File: src/rtl/mck_pkg.sv
package mck_pkg;

    localparam int UNIT_W     = 20;
    localparam int UNITS_W    = 3;
    localparam int DUR_W      = 23;
    localparam int CHAR_W     = 8;
    localparam int SEG_CNT_W  = 4;
    localparam int SYM_CNT_W  = 3;
    localparam int PAT_W      = 5;
    localparam int TAB_IDX_W  = 6;
    localparam int BIT_CNT_W  = 2;
    localparam int S_TDATA_W  = 8;
    localparam int M_TDATA_W  = 32;

    localparam logic [UNIT_W-1:0]  UNIT_RESET     = 20'd100000;
    localparam logic [UNITS_W-1:0] DOT_UNITS      = 3'd1;
    localparam logic [UNITS_W-1:0] DASH_UNITS     = 3'd2;
    localparam logic [UNITS_W-1:0] SYM_GAP_UNITS  = 3'd1;
    localparam logic [UNITS_W-1:0] CHAR_GAP_UNITS = 3'd3;
    localparam logic [UNITS_W-1:0] WORD_GAP_UNITS = 3'd7;

    localparam logic [CHAR_W-1:0] CHAR_SPACE = 8'h20;
    localparam logic [CHAR_W-1:0] CHAR_SLASH = 8'h2F;
    localparam logic [CHAR_W-1:0] CHAR_UC_A  = 8'h41;
    localparam logic [CHAR_W-1:0] CHAR_UC_Z  = 8'h5A;
    localparam logic [CHAR_W-1:0] CHAR_LC_A  = 8'h61;
    localparam logic [CHAR_W-1:0] CHAR_LC_Z  = 8'h7A;
    localparam logic [CHAR_W-1:0] CHAR_ZERO  = 8'h30;
    localparam logic [CHAR_W-1:0] CHAR_NINE  = 8'h39;
    localparam logic [CHAR_W-1:0] CASE_FOLD  = 8'h20;
    localparam logic [TAB_IDX_W-1:0] DIGIT_BASE = 6'd26;

    typedef struct packed {
        logic [SYM_CNT_W-1:0] len;
        logic [PAT_W-1:0]     pat;
    } morse_code_t;

    // Bit s of the pattern is symbol s of the character, 1 for a dash.
    function automatic morse_code_t morse_lookup(input logic [TAB_IDX_W-1:0] idx);
        morse_code_t r;
        case (idx)
            6'd0:  r = '{3'd2, 5'b00010};
            6'd1:  r = '{3'd4, 5'b00001};
            6'd2:  r = '{3'd4, 5'b00101};
            6'd3:  r = '{3'd3, 5'b00001};
            6'd4:  r = '{3'd1, 5'b00000};
            6'd5:  r = '{3'd4, 5'b00100};
            6'd6:  r = '{3'd3, 5'b00011};
            6'd7:  r = '{3'd4, 5'b00000};
            6'd8:  r = '{3'd2, 5'b00000};
            6'd9:  r = '{3'd4, 5'b01110};
            6'd10: r = '{3'd3, 5'b00101};
            6'd11: r = '{3'd4, 5'b00010};
            6'd12: r = '{3'd2, 5'b00011};
            6'd13: r = '{3'd2, 5'b00001};
            6'd14: r = '{3'd3, 5'b00111};
            6'd15: r = '{3'd4, 5'b00110};
            6'd16: r = '{3'd4, 5'b01011};
            6'd17: r = '{3'd3, 5'b00010};
            6'd18: r = '{3'd3, 5'b00000};
            6'd19: r = '{3'd1, 5'b00001};
            6'd20: r = '{3'd3, 5'b00100};
            6'd21: r = '{3'd4, 5'b01000};
            6'd22: r = '{3'd3, 5'b00110};
            6'd23: r = '{3'd4, 5'b01001};
            6'd24: r = '{3'd4, 5'b01101};
            6'd25: r = '{3'd4, 5'b00011};
            6'd26: r = '{3'd5, 5'b11111};
            6'd27: r = '{3'd5, 5'b11110};
            6'd28: r = '{3'd5, 5'b11100};
            6'd29: r = '{3'd5, 5'b11000};
            6'd30: r = '{3'd5, 5'b10000};
            6'd31: r = '{3'd5, 5'b00000};
            6'd32: r = '{3'd5, 5'b00001};
            6'd33: r = '{3'd5, 5'b00011};
            6'd34: r = '{3'd5, 5'b00111};
            6'd35: r = '{3'd5, 5'b01111};
            default: r = '{3'd1, 5'b00000};
        endcase
        return r;
    endfunction

endpackage

File: src/rtl/morse_character_keyer_core.sv
// Channel   | Ports          | Contents
// ----------+----------------+-------------------------------------------------
// input     | s_axis_*       | one character byte per request
// output    | m_axis_*       | one key segment per request, tlast on the final one
// config    | cfg_wr_*       | unit length in microseconds
//
// Each segment is selected, then formed in three steps of the shared shift-add unit as
// units times unit_us, and then held out until it is taken.
// A character of n symbols gives 2n segments. A space or a slash gives a single word-gap
// segment, and any other byte that is not a letter or a digit is dropped with no segment.
// A new byte is taken only once the last segment of the previous one has been taken.
// Reset returns the sequencer to idle and loads the default unit of 100000 us.
// A stalled output holds the segment and the sequencer until it is taken.
module morse_character_keyer_core
    import mck_pkg::*;
(
    input  logic                  aclk,
    input  logic                  aresetn,
    input  logic                  cfg_wr_en,
    input  logic [UNIT_W-1:0]     cfg_wr_data,
    input  logic                  s_axis_tvalid,
    output logic                  s_axis_tready,
    input  logic [S_TDATA_W-1:0]  s_axis_tdata,   // [7:0] char_code
    output logic                  m_axis_tvalid,
    input  logic                  m_axis_tready,
    output logic [M_TDATA_W-1:0]  m_axis_tdata,   // [0] led_on, [3:1] length_units,
                                                  // [26:4] duration_us
    output logic                  m_axis_tlast
);

    localparam logic [1:0] ST_IDLE = 2'd0;
    localparam logic [1:0] ST_SEG  = 2'd1;
    localparam logic [1:0] ST_MUL  = 2'd2;
    localparam logic [1:0] ST_SEND = 2'd3;

    localparam logic [BIT_CNT_W-1:0] BIT_LAST = BIT_CNT_W'(UNITS_W - 1);

    logic [1:0]           state_reg,   state_next;
    logic [UNIT_W-1:0]    unit_reg,    unit_next;
    logic                 space_reg,   space_next;
    logic [SYM_CNT_W-1:0] len_reg,     len_next;
    logic [PAT_W-1:0]     pat_reg,     pat_next;
    logic [SEG_CNT_W-1:0] seg_reg,     seg_next;
    logic [BIT_CNT_W-1:0] bit_reg,     bit_next;
    logic                 led_reg,     led_next;
    logic [UNITS_W-1:0]   units_reg,   units_next;
    logic                 last_reg,    last_next;
    logic [DUR_W-1:0]     acc_reg,     acc_next;

    logic [CHAR_W-1:0]    char_fold;
    logic                 is_letter;
    logic                 is_digit;
    logic [TAB_IDX_W-1:0] tab_idx;
    morse_code_t          code;
    logic [SEG_CNT_W-1:0] seg_end;
    logic                 seg_is_last;
    logic [DUR_W-1:0]     addend;

    always_comb begin
        char_fold = s_axis_tdata;
        if (s_axis_tdata inside {[CHAR_LC_A:CHAR_LC_Z]}) begin
            char_fold = s_axis_tdata - CASE_FOLD;
        end
        is_letter = char_fold inside {[CHAR_UC_A:CHAR_UC_Z]};
        is_digit  = char_fold inside {[CHAR_ZERO:CHAR_NINE]};
        if (is_digit) begin
            tab_idx = TAB_IDX_W'(char_fold - CHAR_ZERO) + DIGIT_BASE;
        end else begin
            tab_idx = TAB_IDX_W'(char_fold - CHAR_UC_A);
        end
        code = morse_lookup(tab_idx);
    end

    assign seg_end     = {len_reg, 1'b0} - SEG_CNT_W'(1);
    assign seg_is_last = (seg_reg == seg_end);
    assign addend      = units_reg[bit_reg] ? (DUR_W'(unit_reg) << bit_reg) : '0;

    always_comb begin
        state_next = state_reg;
        unit_next  = unit_reg;
        space_next = space_reg;
        len_next   = len_reg;
        pat_next   = pat_reg;
        seg_next   = seg_reg;
        bit_next   = bit_reg;
        led_next   = led_reg;
        units_next = units_reg;
        last_next  = last_reg;
        acc_next   = acc_reg;

        if (cfg_wr_en) begin
            unit_next = cfg_wr_data;
        end

        case (state_reg)
            ST_IDLE: begin
                if (s_axis_tvalid) begin
                    seg_next = '0;
                    if (s_axis_tdata == CHAR_SPACE || s_axis_tdata == CHAR_SLASH) begin
                        space_next = 1'b1;
                        state_next = ST_SEG;
                    end else if (is_letter || is_digit) begin
                        space_next = 1'b0;
                        len_next   = code.len;
                        pat_next   = code.pat;
                        state_next = ST_SEG;
                    end
                end
            end
            ST_SEG: begin
                if (space_reg) begin
                    led_next   = 1'b0;
                    units_next = WORD_GAP_UNITS;
                    last_next  = 1'b1;
                end else if (!seg_reg[0]) begin
                    led_next   = 1'b1;
                    units_next = pat_reg[seg_reg[SEG_CNT_W-1:1]] ? DASH_UNITS : DOT_UNITS;
                    last_next  = 1'b0;
                end else begin
                    led_next   = 1'b0;
                    units_next = seg_is_last ? CHAR_GAP_UNITS : SYM_GAP_UNITS;
                    last_next  = seg_is_last;
                end
                acc_next   = '0;
                bit_next   = '0;
                state_next = ST_MUL;
            end
            ST_MUL: begin
                acc_next = acc_reg + addend;
                bit_next = bit_reg + BIT_CNT_W'(1);
                if (bit_reg == BIT_LAST) begin
                    state_next = ST_SEND;
                end
            end
            ST_SEND: begin
                if (m_axis_tready) begin
                    if (last_reg) begin
                        state_next = ST_IDLE;
                    end else begin
                        seg_next   = seg_reg + SEG_CNT_W'(1);
                        state_next = ST_SEG;
                    end
                end
            end
            default: begin
                state_next = ST_IDLE;
            end
        endcase
    end

    always_ff @(posedge aclk) begin
        if (!aresetn) begin
            state_reg <= ST_IDLE;
            unit_reg  <= UNIT_RESET;
        end else begin
            state_reg <= state_next;
            unit_reg  <= unit_next;
        end
    end

    always_ff @(posedge aclk) begin
        space_reg <= space_next;
        len_reg   <= len_next;
        pat_reg   <= pat_next;
        seg_reg   <= seg_next;
        bit_reg   <= bit_next;
        led_reg   <= led_next;
        units_reg <= units_next;
        last_reg  <= last_next;
        acc_reg   <= acc_next;
    end

    assign s_axis_tready = (state_reg == ST_IDLE);
    assign m_axis_tvalid = (state_reg == ST_SEND);
    assign m_axis_tdata  = {(M_TDATA_W - DUR_W - UNITS_W - 1)'(0), acc_reg, units_reg, led_reg};
    assign m_axis_tlast  = last_reg;

endmodule

File: config.mk
export PLATFORM = sky130hd
export DESIGN_NAME = morse_character_keyer_core
export DESIGN_NICKNAME = d
export VERILOG_FILES = /design/src/rtl/mck_pkg.sv /design/src/rtl/morse_character_keyer_core.sv
export SDC_FILE = /design/constraint.sdc
export NUM_CORES = 1
export LEC_CHECK = 0
export ABC_AREA = 1
export BUFFER_PORTS_ARGS = -buffer_cell sky130_fd_sc_hd__buf_2
export CAP_MARGIN = 15
export CORE_MARGIN = 2
export CORE_UTILIZATION = 54
export DETAILED_ROUTE_END_ITERATION = 7
export PLACE_DENSITY = 0.89
export SLEW_MARGIN = 20
export SYNTH_ARGS = -nofsm -noshare
export SYNTH_HDL_FRONTEND = slang
export SYNTH_SLANG_ARGS = --single-unit
File: constraint.sdc
create_clock -name aclk -period 3.01 [get_ports aclk]
set_input_delay 0 -clock aclk [delete_from_list [all_inputs] [get_ports aclk]]
set_output_delay 0 -clock aclk [all_outputs]
set_load 0.005 [all_outputs]
==> results.ini <==
[outcome]
outcome=complete, but fails checks
violations=negative setup slack

[finish]
nets=946
final_area_mm2=0.00722
fin_cells=1006
synthToLayoutAreaGrowth_pct=36.1
layout-drive-gt1-share_pct=31.7
fill_cells=635
register_area_mm2=0.00173
largest_reg_flops=23
multi_input_area_mm2=0.00361
diodes=0

[clock_network]
clock_latency_ns=0.36
cts.clk_slew.worst_paths_ns=0.09
cts_tree=yes
cts_buffers=9
cts_sinks=65
ctsRootBufferMaster=clkbuf_8
htree_levels=3
clockBufferDepth=2

[placement]
dp_hpwl_mm=9.85
placed_cells=947
numPortBuffers=62
pre_cts_slack_ns=-0.205
place_area_mm2=0.00604
routabilityCongestion=0.967

[pwr]
p_total_w=0.00774
p_leak_nw=3.43
max-vdd-ir-drop_mv=0.533
powerDensity_mw_per_mm2=1070

[floorplan]
initial_core_util_pct=55.0
die_height_um=103
fp.dieW_um=103
rows=36
io_pins=68
core_area_mm2=0.00964
die-area_mm2=0.0106

[hold_path]
holdCritPathClass=input port to register
hold_depth=3

[routing]
drtAntennaViolNets=0
drc=0
drtPass1Iterations=8
wl_per_cell_um=19.0
drt_iter0_drc=638
wirelength_mm=19.1
vias=6035
via_per_inst=6.00

[flow_run]
maxCapViolations=0

[yosys]
synth_compound_area_share_pct=15.6
ys_ff_latch=65
synth_area_per_cell_um2=7.36
yosysUniqueCellTypes=49
synth_simple_gate_area_share_pct=26.9
synthXorXnorAreaFrac_pct=1.32
netlist_instances=720
synth_warnings=0
yosysSeqAreaShare_pct=32.7
syn-cell-area_mm2=0.00530
synth_mux_area_share_pct=3.59
synth_top_family_by_area=simple AND/OR/NAND/NOR gates
synthAdderAreaFrac_pct=10.8

[sta]
fin_worst_skew_ns=0.0196
setup_violations=15
worst_slack_ns=-0.449
rsz0062_at_grt=yes
period_share_pct=115
fin_crit_ns=3.46
worstMarginPinSlew_ns=0.664
slew_viol_final=0
hold_ws_ns=0.0195
finalHoldViolations=0
slew_headroom_pct=55.7
fmax_mhz=289

[grt]
grt_pass1_wl_mm=23.6
antenna_found_initial=0
grt_max_degree=27
grt_overflow=0
grt_usage_pct=28.5
grt_pass1_vias=5248

[worst_setup_path]
start_kind=register
cp-end-kind=register
r2r_slack_ns=-0.45
crit_end=acc_reg[21]
cp_max_fo=8
path_class=register to register
reg2reg_from=bit_reg[0]
rr_endpoint=acc_reg[21]
r2r_cells=18
crit_start=bit_reg[0]
worst_ep_required_time_ns=3.12
crit_arrival_ns=3.57

-- power breakdown --
| group | internal, W | switching [W] |
|---|---|---|
| registers | 0.00134 | 0.000289 |
| clock network | 0.000459 | 0.000395 |
| logic | 0.00229 | 0.00296 |
| total | 0.00409 | 0.00364 |
-- metrics by stage --
stage	setup TNS, ns	utilization (%)
2_1_floorplan	0	-
3_3_place_gp	-0.251	62.7
5_1_grt	-5.08	74.9
3_5_place_dp	-0.746	62.7
6_report	-2.60	74.9
4_1_cts	-0.00439	68.0
-- final cells by class --
class | count | area share [%]
repair buffers | 156 | 15.7
multi-input cells | 546 | 50.1
well taps | 133 | 2.31
flip-flops and latches | 65 | 24.0
repair inverters | 3 | 0.312
clock inverters | 5 | 0.798
clock buffers | 11 | 2.25
inverters | 87 | 4.59
-- worst min path at each step --
stage	startpoint	end	slack [ns]
after floorplan	cfg_wr_data[10]	unit_reg[10]	0.13
final	s_axis_tvalid	space_reg	0.02
after detailed placement	cfg_wr_data[15]	unit_reg[15]	0.22
after global routing	aresetn	unit_reg[7]	0.05
after global placement	cfg_wr_data[15]	unit_reg[15]	0.21
after CTS	aresetn	unit_reg[9]	0.003
-- what timing repair did --
action,4_1_cts,5_1_grt
cloned,0,4
buffers inserted,2,14
hold buffers,23,0
pin swaps,0,38
endpoints found under the hold margin,20,0
resized for setup,21,128
endpoints found under the setup margin,10,16
-- metal layers --
metal	GRT usage [%]	wire length, µm
met3	4.34	1730
met4	16.3	1730
met2	49.8	8980
met5	0	0
met1	33.1	6690
-- critical path, stage by stage (launching register included) --
cell and delay [ns]:
edfxtp_1 0.48, buf_6 0.18, buf_12 0.14, mux2i_2 0.31, nor2_1 0.09, o21ai_2 0.18, inv_1 0.07, ha_1 0.38
nand2_1 0.15, nand2_1 0.11, a21oi_2 0.15, nand2_1 0.09, nand2_1 0.10, nand3_2 0.10, a31o_4 0.26, nand2_1 0.08
nand2_1 0.09, o21ai_1 0.19, a21oi_1 0.06
-- Yosys cell counts (all sizes together) --
master	n	share of area, %
a211oi	1	0.14
nand2	151	12
a21o	1	0.14
nand3	50	5.0
o221a	1	0.21
buf	15	2.2
xor2	6	0.99
ha	44	10
nor4	2	0.35
o211ai	2	0.28
dfxtp	22	8.3
nand4	15	1.8
o31ai	1	0.14
o21bai	5	0.71
a31oi	1	0.12
a31o	1	0.17
conb	1	0.071
o2111ai	2	0.33
inv	85	6.1
a21oi	56	5.4
o21a	5	0.71
clkinv	2	0.14
a2111o	1	0.21
o21ai	72	6.8
o221ai	1	0.17
nor3	6	0.99
clkbuf	11	0.78
edfxtp	43	24
xnor2	2	0.33
o22ai	1	0.12
nor2	94	7.1
fa	1	0.38
mux2i	19	3.6
-- cells in the final DEF, fill, tap and decap left out, types with 14 or more instances in the layout --
cell / instances
dlygate4sd3_1: 23
nand3_1: 45
dfxtp_1: 22
edfxtp_1: 43
inv_1: 68
ha_4: 14
o21ai_2: 18
ha_1: 30
nand2_1: 127
inv_2: 16
a21oi_1: 38
a21oi_2: 17
buf_2: 62
nand4_1: 15
nand2_2: 19
nor2_1: 84
o21ai_0: 40
o21ai_1: 14
buf_4: 64
-- logic make-up after synthesis --
group | after synthesis
buffers and inverters | 113
xor gates and xnor gates | 8
AOI/OAI and AO/OA | 151
adders and majority gates | 45
DFF | 65
muxes | 19
and+or+nand+nor | 318
other | 1
(Power assumes the default switching activity.)
